File: src/rtl/core/oss_pkg.sv
`timescale 1ns / 1ps
package oss_pkg;

	localparam int STACK_DEPTH_DEF = 64;
	localparam int VALUE_WIDTH_DEF = 64;

	typedef enum logic [3:0] {
		OP_PUSH    = 4'd0,
		OP_POP     = 4'd1,
		OP_POP2    = 4'd2,
		OP_DUP     = 4'd3,
		OP_DUP_X1  = 4'd4,
		OP_DUP_X2  = 4'd5,
		OP_DUP2    = 4'd6,
		OP_DUP2_X1 = 4'd7,
		OP_DUP2_X2 = 4'd8,
		OP_SWAP    = 4'd9
	} opcode_t;

	typedef enum logic [1:0] {
		ST_OK      = 2'd0,
		ST_INVALID = 2'd1,
		ST_UNDER   = 2'd2,
		ST_OVER    = 2'd3
	} status_t;

	// source of one entry placed back on the stack
	typedef enum logic [2:0] {
		SEL_V1   = 3'd0,
		SEL_V2   = 3'd1,
		SEL_V3   = 3'd2,
		SEL_V4   = 3'd3,
		SEL_PUSH = 3'd4
	} sel_t;

	typedef struct packed {
		logic       cap_in;
		logic       rd;
		logic       cap_v;
		logic [1:0] idx;
		logic       dec;
		logic       wr;
		logic [2:0] widx;
		logic       top_cap;
		logic       load_out;
	} oss_cmd_t;

	typedef struct packed {
		logic [2:0] cnt;
	} oss_stat_t;

endpackage

File: src/rtl/core/oss_ctrl.sv
`timescale 1ns / 1ps
module oss_ctrl
	import oss_pkg::*;
(
	input  logic      clk,
	input  logic      arst_n,
	input  logic      in_valid,
	output logic      in_stall,
	output logic      out_valid,
	input  logic      out_stall,
	input  oss_stat_t stat,
	output oss_cmd_t  cmd
);

	typedef enum logic [7:0] {
		S_IDLE = 8'b0000_0001,
		S_RD   = 8'b0000_0010,
		S_RW   = 8'b0000_0100,
		S_DEC  = 8'b0000_1000,
		S_WR   = 8'b0001_0000,
		S_TRD  = 8'b0010_0000,
		S_TWT  = 8'b0100_0000,
		S_OUT  = 8'b1000_0000
	} state_t;

	state_t     state_q, state_d;
	logic [1:0] ridx_q;
	logic [2:0] widx_q;
	logic       out_valid_q;
	logic       out_free;

	assign in_stall  = (state_q != S_IDLE);
	assign out_valid = out_valid_q;
	assign out_free  = !out_valid_q || !out_stall;

	always_comb begin
		state_d = state_q;
		cmd = '0;
		cmd.idx = ridx_q;
		cmd.widx = widx_q;
		unique case (state_q)
			S_IDLE: begin
				if (in_valid) begin
					cmd.cap_in = 1'b1;
					state_d = S_RD;
				end
			end
			S_RD: begin
				cmd.rd = 1'b1;
				state_d = S_RW;
			end
			S_RW: begin
				cmd.cap_v = 1'b1;
				state_d = (ridx_q == 2'd3) ? S_DEC : S_RD;
			end
			S_DEC: begin
				cmd.dec = 1'b1;
				state_d = S_WR;
			end
			S_WR: begin
				if (stat.cnt == 3'd0) begin
					state_d = S_TRD;
				end else begin
					cmd.wr = 1'b1;
					if (widx_q == stat.cnt - 3'd1)
						state_d = S_TRD;
				end
			end
			S_TRD: begin
				cmd.rd = 1'b1;
				cmd.idx = 2'd0;
				state_d = S_TWT;
			end
			S_TWT: begin
				cmd.top_cap = 1'b1;
				state_d = S_OUT;
			end
			S_OUT: begin
				if (out_free) begin
					cmd.load_out = 1'b1;
					state_d = S_IDLE;
				end
			end
			default: state_d = S_IDLE;
		endcase
	end

	always_ff @(posedge clk or negedge arst_n) begin
		if (!arst_n) begin
			state_q <= S_IDLE;
			ridx_q <= '0;
			widx_q <= '0;
			out_valid_q <= 1'b0;
		end else begin
			state_q <= state_d;
			if (state_q == S_IDLE)
				ridx_q <= '0;
			else if (cmd.cap_v)
				ridx_q <= ridx_q + 2'd1;
			if (state_q == S_DEC)
				widx_q <= '0;
			else if (cmd.wr)
				widx_q <= widx_q + 3'd1;
			if (cmd.load_out)
				out_valid_q <= 1'b1;
			else if (!out_stall)
				out_valid_q <= 1'b0;
		end
	end

endmodule

File: src/rtl/core/oss_dp.sv
`timescale 1ns / 1ps
module oss_dp
	import oss_pkg::*;
#(
	parameter int STACK_DEPTH = STACK_DEPTH_DEF,
	parameter int VALUE_WIDTH = VALUE_WIDTH_DEF
) (
	input  logic                   clk,
	input  logic                   arst_n,
	input  oss_cmd_t               cmd,
	output oss_stat_t              stat,
	input  logic [3:0]             opcode,
	input  logic [VALUE_WIDTH-1:0] push_value,
	input  logic                   push_wide,
	output logic [1:0]             status,
	output logic [6:0]             stack_depth,
	output logic [VALUE_WIDTH-1:0] top_value,
	output logic                   top_wide
);

	localparam int PTR_W = $clog2(STACK_DEPTH);
	localparam int CNT_W = $clog2(STACK_DEPTH + 1);
	localparam int EW    = VALUE_WIDTH + 1;

	logic [EW-1:0]          mem [STACK_DEPTH];
	logic [EW-1:0]          rdata_q;
	logic                   rd_ok_q;
	logic [CNT_W-1:0]       count_q;
	logic [3:0]             op_q;
	logic [VALUE_WIDTH-1:0] push_val_q;
	logic                   push_w_q;
	logic [VALUE_WIDTH-1:0] v_val_q [4];
	logic                   v_w_q [4];
	sel_t                   sel_q [6];
	status_t                stat_q;
	logic [CNT_W-1:0]       base_q;
	logic [2:0]             cnt_q;
	logic [EW-1:0]          top_q;

	logic [PTR_W-1:0] raddr, waddr;
	logic [EW-1:0]    wdata;
	logic [2:0]       need, consume, cnt;
	sel_t             sel [6];
	logic             inval;
	logic [CNT_W:0]   nx, after;
	status_t          st;

	assign stat.cnt = cnt_q;

	assign raddr = PTR_W'(count_q - CNT_W'(cmd.idx) - CNT_W'(1));
	assign waddr = PTR_W'(base_q + CNT_W'(cmd.widx));

	always_comb begin
		unique case (sel_q[cmd.widx])
			SEL_V1:   wdata = {v_w_q[0], v_val_q[0]};
			SEL_V2:   wdata = {v_w_q[1], v_val_q[1]};
			SEL_V3:   wdata = {v_w_q[2], v_val_q[2]};
			SEL_V4:   wdata = {v_w_q[3], v_val_q[3]};
			SEL_PUSH: wdata = {push_w_q, push_val_q};
			default:  wdata = {push_w_q, push_val_q};
		endcase
	end

	always_ff @(posedge clk) begin
		if (cmd.wr)
			mem[waddr] <= wdata;
		if (cmd.rd)
			rdata_q <= mem[raddr];
	end

	// form selection from the flags of the top entries
	always_comb begin
		need = 3'd0;
		consume = 3'd0;
		cnt = 3'd0;
		inval = 1'b0;
		for (int i = 0; i < 6; i++)
			sel[i] = SEL_V1;
		unique case (op_q)
			OP_PUSH: begin
				cnt = 3'd1; sel[0] = SEL_PUSH;
			end
			OP_POP: consume = 3'd1;
			OP_POP2: begin
				need = 3'd1;
				consume = v_w_q[0] ? 3'd1 : 3'd2;
			end
			OP_DUP: begin
				consume = 3'd1; cnt = 3'd2;
			end
			OP_DUP_X1: begin
				consume = 3'd2; cnt = 3'd3; sel[1] = SEL_V2;
			end
			OP_DUP_X2: begin
				need = 3'd2;
				if (v_w_q[1]) begin
					consume = 3'd2; cnt = 3'd3; sel[1] = SEL_V2;
				end else begin
					consume = 3'd3; cnt = 3'd4; sel[1] = SEL_V3; sel[2] = SEL_V2;
				end
			end
			OP_DUP2: begin
				need = 3'd1;
				if (v_w_q[0]) begin
					consume = 3'd1; cnt = 3'd2;
				end else begin
					consume = 3'd2; cnt = 3'd4; sel[0] = SEL_V2; sel[2] = SEL_V2;
				end
			end
			OP_DUP2_X1: begin
				need = 3'd1;
				if (v_w_q[0]) begin
					consume = 3'd2; cnt = 3'd3; sel[1] = SEL_V2;
				end else begin
					consume = 3'd3; cnt = 3'd5;
					sel[0] = SEL_V2; sel[2] = SEL_V3; sel[3] = SEL_V2;
				end
			end
			OP_DUP2_X2: begin
				need = 3'd2;
				if (count_q >= CNT_W'(2) && v_w_q[1] && !v_w_q[0]) begin
					inval = 1'b1;
				end else if (v_w_q[1]) begin
					consume = 3'd2; cnt = 3'd3; sel[1] = SEL_V2;
				end else if (v_w_q[0]) begin
					consume = 3'd3; cnt = 3'd4; sel[1] = SEL_V3; sel[2] = SEL_V2;
				end else begin
					need = 3'd3;
					sel[0] = SEL_V2;
					if (v_w_q[2]) begin
						consume = 3'd3; cnt = 3'd5; sel[2] = SEL_V3; sel[3] = SEL_V2;
					end else begin
						consume = 3'd4; cnt = 3'd6;
						sel[2] = SEL_V4; sel[3] = SEL_V3; sel[4] = SEL_V2;
					end
				end
			end
			OP_SWAP: begin
				consume = 3'd2; cnt = 3'd2; sel[1] = SEL_V2;
			end
			default: inval = 1'b1;
		endcase

		nx = (CNT_W+1)'(count_q);
		after = nx - (CNT_W+1)'(consume) + (CNT_W+1)'(cnt);
		if (inval)
			st = ST_INVALID;
		else if (nx < (CNT_W+1)'(need) || nx < (CNT_W+1)'(consume))
			st = ST_UNDER;
		else if (after > (CNT_W+1)'(STACK_DEPTH))
			st = ST_OVER;
		else
			st = ST_OK;
	end

	always_ff @(posedge clk or negedge arst_n) begin
		if (!arst_n) begin
			count_q <= '0;
		end else if (cmd.dec && st == ST_OK) begin
			count_q <= CNT_W'(after);
		end
	end

	always_ff @(posedge clk) begin
		if (cmd.cap_in) begin
			op_q <= opcode;
			push_val_q <= push_value;
			push_w_q <= push_wide;
		end
		if (cmd.rd)
			rd_ok_q <= CNT_W'(cmd.idx) < count_q;
		if (cmd.cap_v) begin
			v_val_q[cmd.idx] <= rd_ok_q ? rdata_q[VALUE_WIDTH-1:0] : '0;
			v_w_q[cmd.idx] <= rd_ok_q & rdata_q[VALUE_WIDTH];
		end
		if (cmd.dec) begin
			stat_q <= st;
			base_q <= CNT_W'(nx - (CNT_W+1)'(consume));
			cnt_q <= (st == ST_OK) ? cnt : 3'd0;
			for (int i = 0; i < 6; i++)
				sel_q[i] <= sel[i];
		end
		if (cmd.top_cap)
			top_q <= rd_ok_q ? rdata_q : '0;
		if (cmd.load_out) begin
			status <= stat_q;
			stack_depth <= 7'(count_q);
			top_value <= top_q[VALUE_WIDTH-1:0];
			top_wide <= top_q[VALUE_WIDTH];
		end
	end

endmodule

File: src/rtl/core/operand_stack_shuffle_unit.sv
`timescale 1ns / 1ps
// channel | direction | handshake          | beat fields
// in      | input     | in_valid/in_stall  | opcode, push_value, push_wide
// out     | output    | out_valid/out_stall| status, stack_depth, top_value, top_wide
//
// a beat goes from its acceptance to the result load in these steps: four reads
// of the top entries through the single read port, one decode step, one write
// per placed entry (none to six), a read of the new top, the load.
// the next beat is taken in the cycle after the load at the earliest.
// arst_n clears the controller and the depth count; the memory is not cleared.
// a result held under out_stall delays the next load, and input stays stalled until it.
module operand_stack_shuffle_unit
	import oss_pkg::*;
#(
	parameter int STACK_DEPTH = STACK_DEPTH_DEF,
	parameter int VALUE_WIDTH = VALUE_WIDTH_DEF
) (
	input  logic        clk,
	input  logic        arst_n,
	input  logic        in_valid,
	output logic        in_stall,
	input  logic [3:0]  opcode,
	input  logic [63:0] push_value,
	input  logic        push_wide,
	output logic        out_valid,
	input  logic        out_stall,
	output logic [1:0]  status,
	output logic [6:0]  stack_depth,
	output logic [63:0] top_value,
	output logic        top_wide
);

	oss_cmd_t               cmd;
	oss_stat_t              stat;
	logic [VALUE_WIDTH-1:0] top_v;

	oss_ctrl u_ctrl (
		.clk      (clk),
		.arst_n   (arst_n),
		.in_valid (in_valid),
		.in_stall (in_stall),
		.out_valid(out_valid),
		.out_stall(out_stall),
		.stat     (stat),
		.cmd      (cmd)
	);

	oss_dp #(
		.STACK_DEPTH(STACK_DEPTH),
		.VALUE_WIDTH(VALUE_WIDTH)
	) u_dp (
		.clk        (clk),
		.arst_n     (arst_n),
		.cmd        (cmd),
		.stat       (stat),
		.opcode     (opcode),
		.push_value (push_value[VALUE_WIDTH-1:0]),
		.push_wide  (push_wide),
		.status     (status),
		.stack_depth(stack_depth),
		.top_value  (top_v),
		.top_wide   (top_wide)
	);

	assign top_value = 64'(top_v);

endmodule

File: config.mk
export PLATFORM = sky130hd
export DESIGN_NAME = operand_stack_shuffle_unit
export DESIGN_NICKNAME = d
export VERILOG_FILES = /design/src/rtl/core/oss_pkg.sv /design/src/rtl/core/oss_ctrl.sv /design/src/rtl/core/oss_dp.sv /design/src/rtl/core/operand_stack_shuffle_unit.sv
export SDC_FILE = /design/constraint.sdc
export NUM_CORES = 2
export LEC_CHECK = 0
export BUFFER_PORTS_ARGS = -buffer_cell sky130_fd_sc_hd__buf_2
export CAP_MARGIN = 10
export CORE_UTILIZATION = 25
export CTS_CLUSTER_SIZE = 28
export DETAILED_ROUTE_END_ITERATION = 10
export PLACE_DENSITY = 0.35
export RECOVER_POWER = 100
export SLEW_MARGIN = 10
export SYNTH_ARGS = -nofsm -noshare
export SYNTH_HDL_FRONTEND = slang
export SYNTH_HIERARCHICAL = 1
export SYNTH_MEMORY_MAX_BITS = 65536
export SYNTH_SLANG_ARGS = --single-unit
File: constraint.sdc
create_clock -name clk -period 6 [get_ports clk]
set_input_delay 0.9 -clock clk [delete_from_list [all_inputs] [get_ports clk]]
set_output_delay 0.9 -clock clk [all_outputs]
set_load 0.01 [all_outputs]
==> summary.txt <==
Layout
  • Share of layout cells above drive strength 1: 31.4%
  • Layout area overhead: 18.4%
  • Fin nets: 7,964
  • Cell area after layout: 213,000 sq um
  • Utilization after layout: 29.7%
  • Layout fillers: between 60,000 and 70,000

Global routing
  • Vias in the first global route: 87,000
  • Initial antenna violation count: 69
  • Largest net degree at the start of global routing: 89
  • Gr ovfl total: 0
  • Gr usage total: 16.9%
  • Global-route wire length before repair: 829,000 um

Clocking
  • CTS sink count: around 4,700
  • CTS tree: done
  • Inserted Clock Buffers: 558
  • Clock transition at the registers of the reported paths: around 60 ps
  • CTS Buffer Depth: 4
  • H-Tree Depth: 6
  • Insertion delay to the later sink of the worst-skew pair: roughly 1100 ps
  • Post-CTS Resized: 0
  • Clock root cell: clkbuf_16

Timing
  • Final Max Tran Viols: 5,453
  • F_max: 177 MHz
  • Final setup fails: 0
  • Setup_tns: 0 ps
  • RSZ-0062 raised after global routing: false
  • Worst-Margin Slew: 4090 ps
  • Final Cycle Share: 94.1%
  • Final hold violations: 0
  • Rel. slew slack: -172%
  • Fin Clk Skew: approximately 53 ps
  • Fin crit period: 5650 ps
  • Hold slack: 328 ps

Die
  • Die Width: 850 um
  • Io pins: 149
  • Initial core utilization: between 20% and 30%
  • Die area: 722,000 sq um
  • Num rows: 311
  • Core box area: 717,000 sq um
  • Chip Height: 850 um

Critical path
  • R2r worst-path depth: 13
  • Critical Path Source Type: flop
  • Largest stage delay on the critical path: 860 ps
  • Crit path max-delay cell type: fa_4
  • Crit path DAT: 6450 ps
  • CP startpoint: u_ctrl/state_q[6]
  • CP required: 6810 ps
  • Crit Path Class: reg2reg
  • CP most frequent cell: mux4_2
  • Reg2reg setup slack: roughly 350 ps
  • Worst r2r src: u_ctrl/state_q[6]
  • RR Endpoint: u_dp/rdata_q[45]
  • Endpoint class of the critical path: flop
  • CP delay by family, top: multiplexers
  • Worst Path Buf+Inv: 4
  • CP max FO: 67
  • Worst path cell trace: nor2_1 -> nand3_1 -> or2_2 -> and2_0 -> inv_1 -> ha_4 -> inv_1 -> fa_4 -> buf_12 -> buf_6 -> mux4_2 -> mux4_2 -> mux4_2

Synthesis
  • Synth warn: 6
  • EDFF count, synth: roughly 4,700
  • Synth cell types: 72
  • Cells after Synth: 7,086
  • Async set or reset register ratio after synthesis: 0.444%
  • Syn Area/Cell: 25.4 sq um
  • Synth Register Bits: approximately 4,700
  • Mapped Area: 180,000 sq um
  • Mapped Nets: 7,180
  • Register area share after synthesis: approximately four fifths
  • Synth Flop Type: edfxtp_1

Hold path
  • HP Start: push_value[22]
  • Hold path cells: 1
  • Hold EP: u_dp/push_val_q[22]
  • Min-Delay Path Class: in2reg

Route
  • WL/cell: roughly 35 um
  • Via count: roughly 84,000
  • Drt first pass iters: 5
  • DRC Markers: 0
  • First-iteration detailed-routing DRC count: 10,100
  • Post-Route WL: 627,000 um
  • Post-route ant nets: 0
  • Vias per inst: 4.70

Placed design
  • Gpl congestion: 0.713
  • Port Buffers: 148
  • Placed cell areas: 197,000 sq um
  • DP HPWL: about 320,000 um

Power
  • Power per cell area: 379 nW/um^2
  • Max IR drop VDD: 0.290 mV
  • Total leakage power: around 64 nW

Run status
  • Outcome: finished, violations left
  • Failing checks: max-capacitance violations, max-slew violations

Flow run
  • MaxCap Viol Count: 125
## kinds of logic (layout without fill, tap and decap cells)
group | after synthesis | after routing | synth area share, %
AOI/OAI and AO/OA | 74 | 74 | 0.283
DFF | 4735 | 4735 | 79.1
adders and majority gates | 21 | 21 | 0.163
and+or+nand+nor | 348 | 348 | 1.06
muxes | 1503 | 1503 | 18.4
other | 0 | 14 | 0
buffers and inverters | 373 | 1590 | 0.888
xor gates and xnor gates | 32 | 32 | 0.172
## Yosys cell counts (15+ instances only)
library cell	number	share of area (%)
mux4_2	1431	18
ha_1	17	0.12
dfrtp_1	20	0.28
nand2_1	34	0.071
nand3_1	15	0.042
edfxtp_1	4714	79
nor2_1	96	0.20
clkbuf_1	195	0.41
mux2_2	66	0.41
xnor2_1	16	0.078
buf_2	115	0.32
and2_1	135	0.47
inv_1	21	0.044
a21oi_1	17	0.047
buf_1	34	0.071
## sequential cells by signal, indices dropped and copies added, names as in the netlist, 6 cells and up
signal / cells
u_dp/v_val_q: 256
u_dp/top_value: 64
u_dp/top_q: 65
u_dp/push_val_q: 64
u_dp/count_q: 7
u_dp/rdata_q: 65
u_dp/stack_depth: 7
u_dp/sel_q: 9
u_ctrl/state_q: 8
u_dp/mem: 4160
u_dp/base_q: 6
## timing repair
| action | 4_1_cts | 5_1_grt |
|---|---|---|
| hold endpoints to repair | 90 | 0 |
| hold buffers | 71 | 0 |
| setup buffers | 0 | 0 |
## stage by stage
stage / power [mW] / setup slack [ps] / instances
after global routing: 83.4 / 207 / 17900
after global placement: 48.8 / 450 / 16800
after floorplan: 45.5 / 798 / 7086
after CTS: 81.9 / 552 / 17800
final: 80.7 / 353 / 17900
after detailed placement: 48.9 / 553 / 16800
## cell type report
class,instances,area [sq um],share of cell area (%)
clock inverter,306,2830,1.33
timing repair buffer,575,4980,2.34
multi-input combinational,1978,36300,17.1
tap,9546,11900,5.61
antenna,14,35.0,0.0165
inverter,22,82.6,0.0388
sequential,4735,142000,66.8
clock buffer,687,14600,6.85
## layout by cell type, fill, tap and decap left out, types with 16 or more instances in the layout
master         instances
edfxtp_1            4714
mux4_2              1431
clkbuf_16            563
clkbuf_1             264
clkinv_1             126
and2_0               121
buf_12               102
clkinv_2              88
clkbuf_2              86
buf_4                 82
dlygate4sd3_1         71
nor2_1                65
mux2_1                47
buf_2                 41
clkbuf_4              37
nand2_1               34
bufinv_16             27
nor2_4                25
clkinv_8              24
mux2_2                22
inv_1                 21
dfrtp_1               20
nand3_1               16
a21oi_1               16
ha_1                  16
## how the worst max path moves through the flow
stage,cells after the start,end
floorplan,4,u_dp/stack_depth[0]
global placement,14,u_dp/rdata_q[29]
detailed placement,14,u_dp/rdata_q[29]
CTS,14,u_dp/rdata_q[25]
global route,7,u_dp/mem[10][1]
finish,13,u_dp/rdata_q[45]
## where the power goes
group / switching (mW) / total [mW] / internal, mW
Clock: 14.1 / 32.7 / 18.6
Combinational: 5.20 / 9.91 / 4.71
Sequential: 0.324 / 38.1 / 37.7
Total: 19.6 / 80.7 / 61.0
## routing by layer
layer | vias to the layer above | share of wire [%] | global-route usage [%]
li1 | 32500 | - | -
met1 | 47700 | 45 | 24.3
met2 | 3015 | 47 | 27.6
met3 | 735 | 5.6 | 2.49
met4 | 2 | 2.1 | 3.14
met5 | - | 0.0032 | 0
No activity file was read; power rests on OpenSTA's default activity.
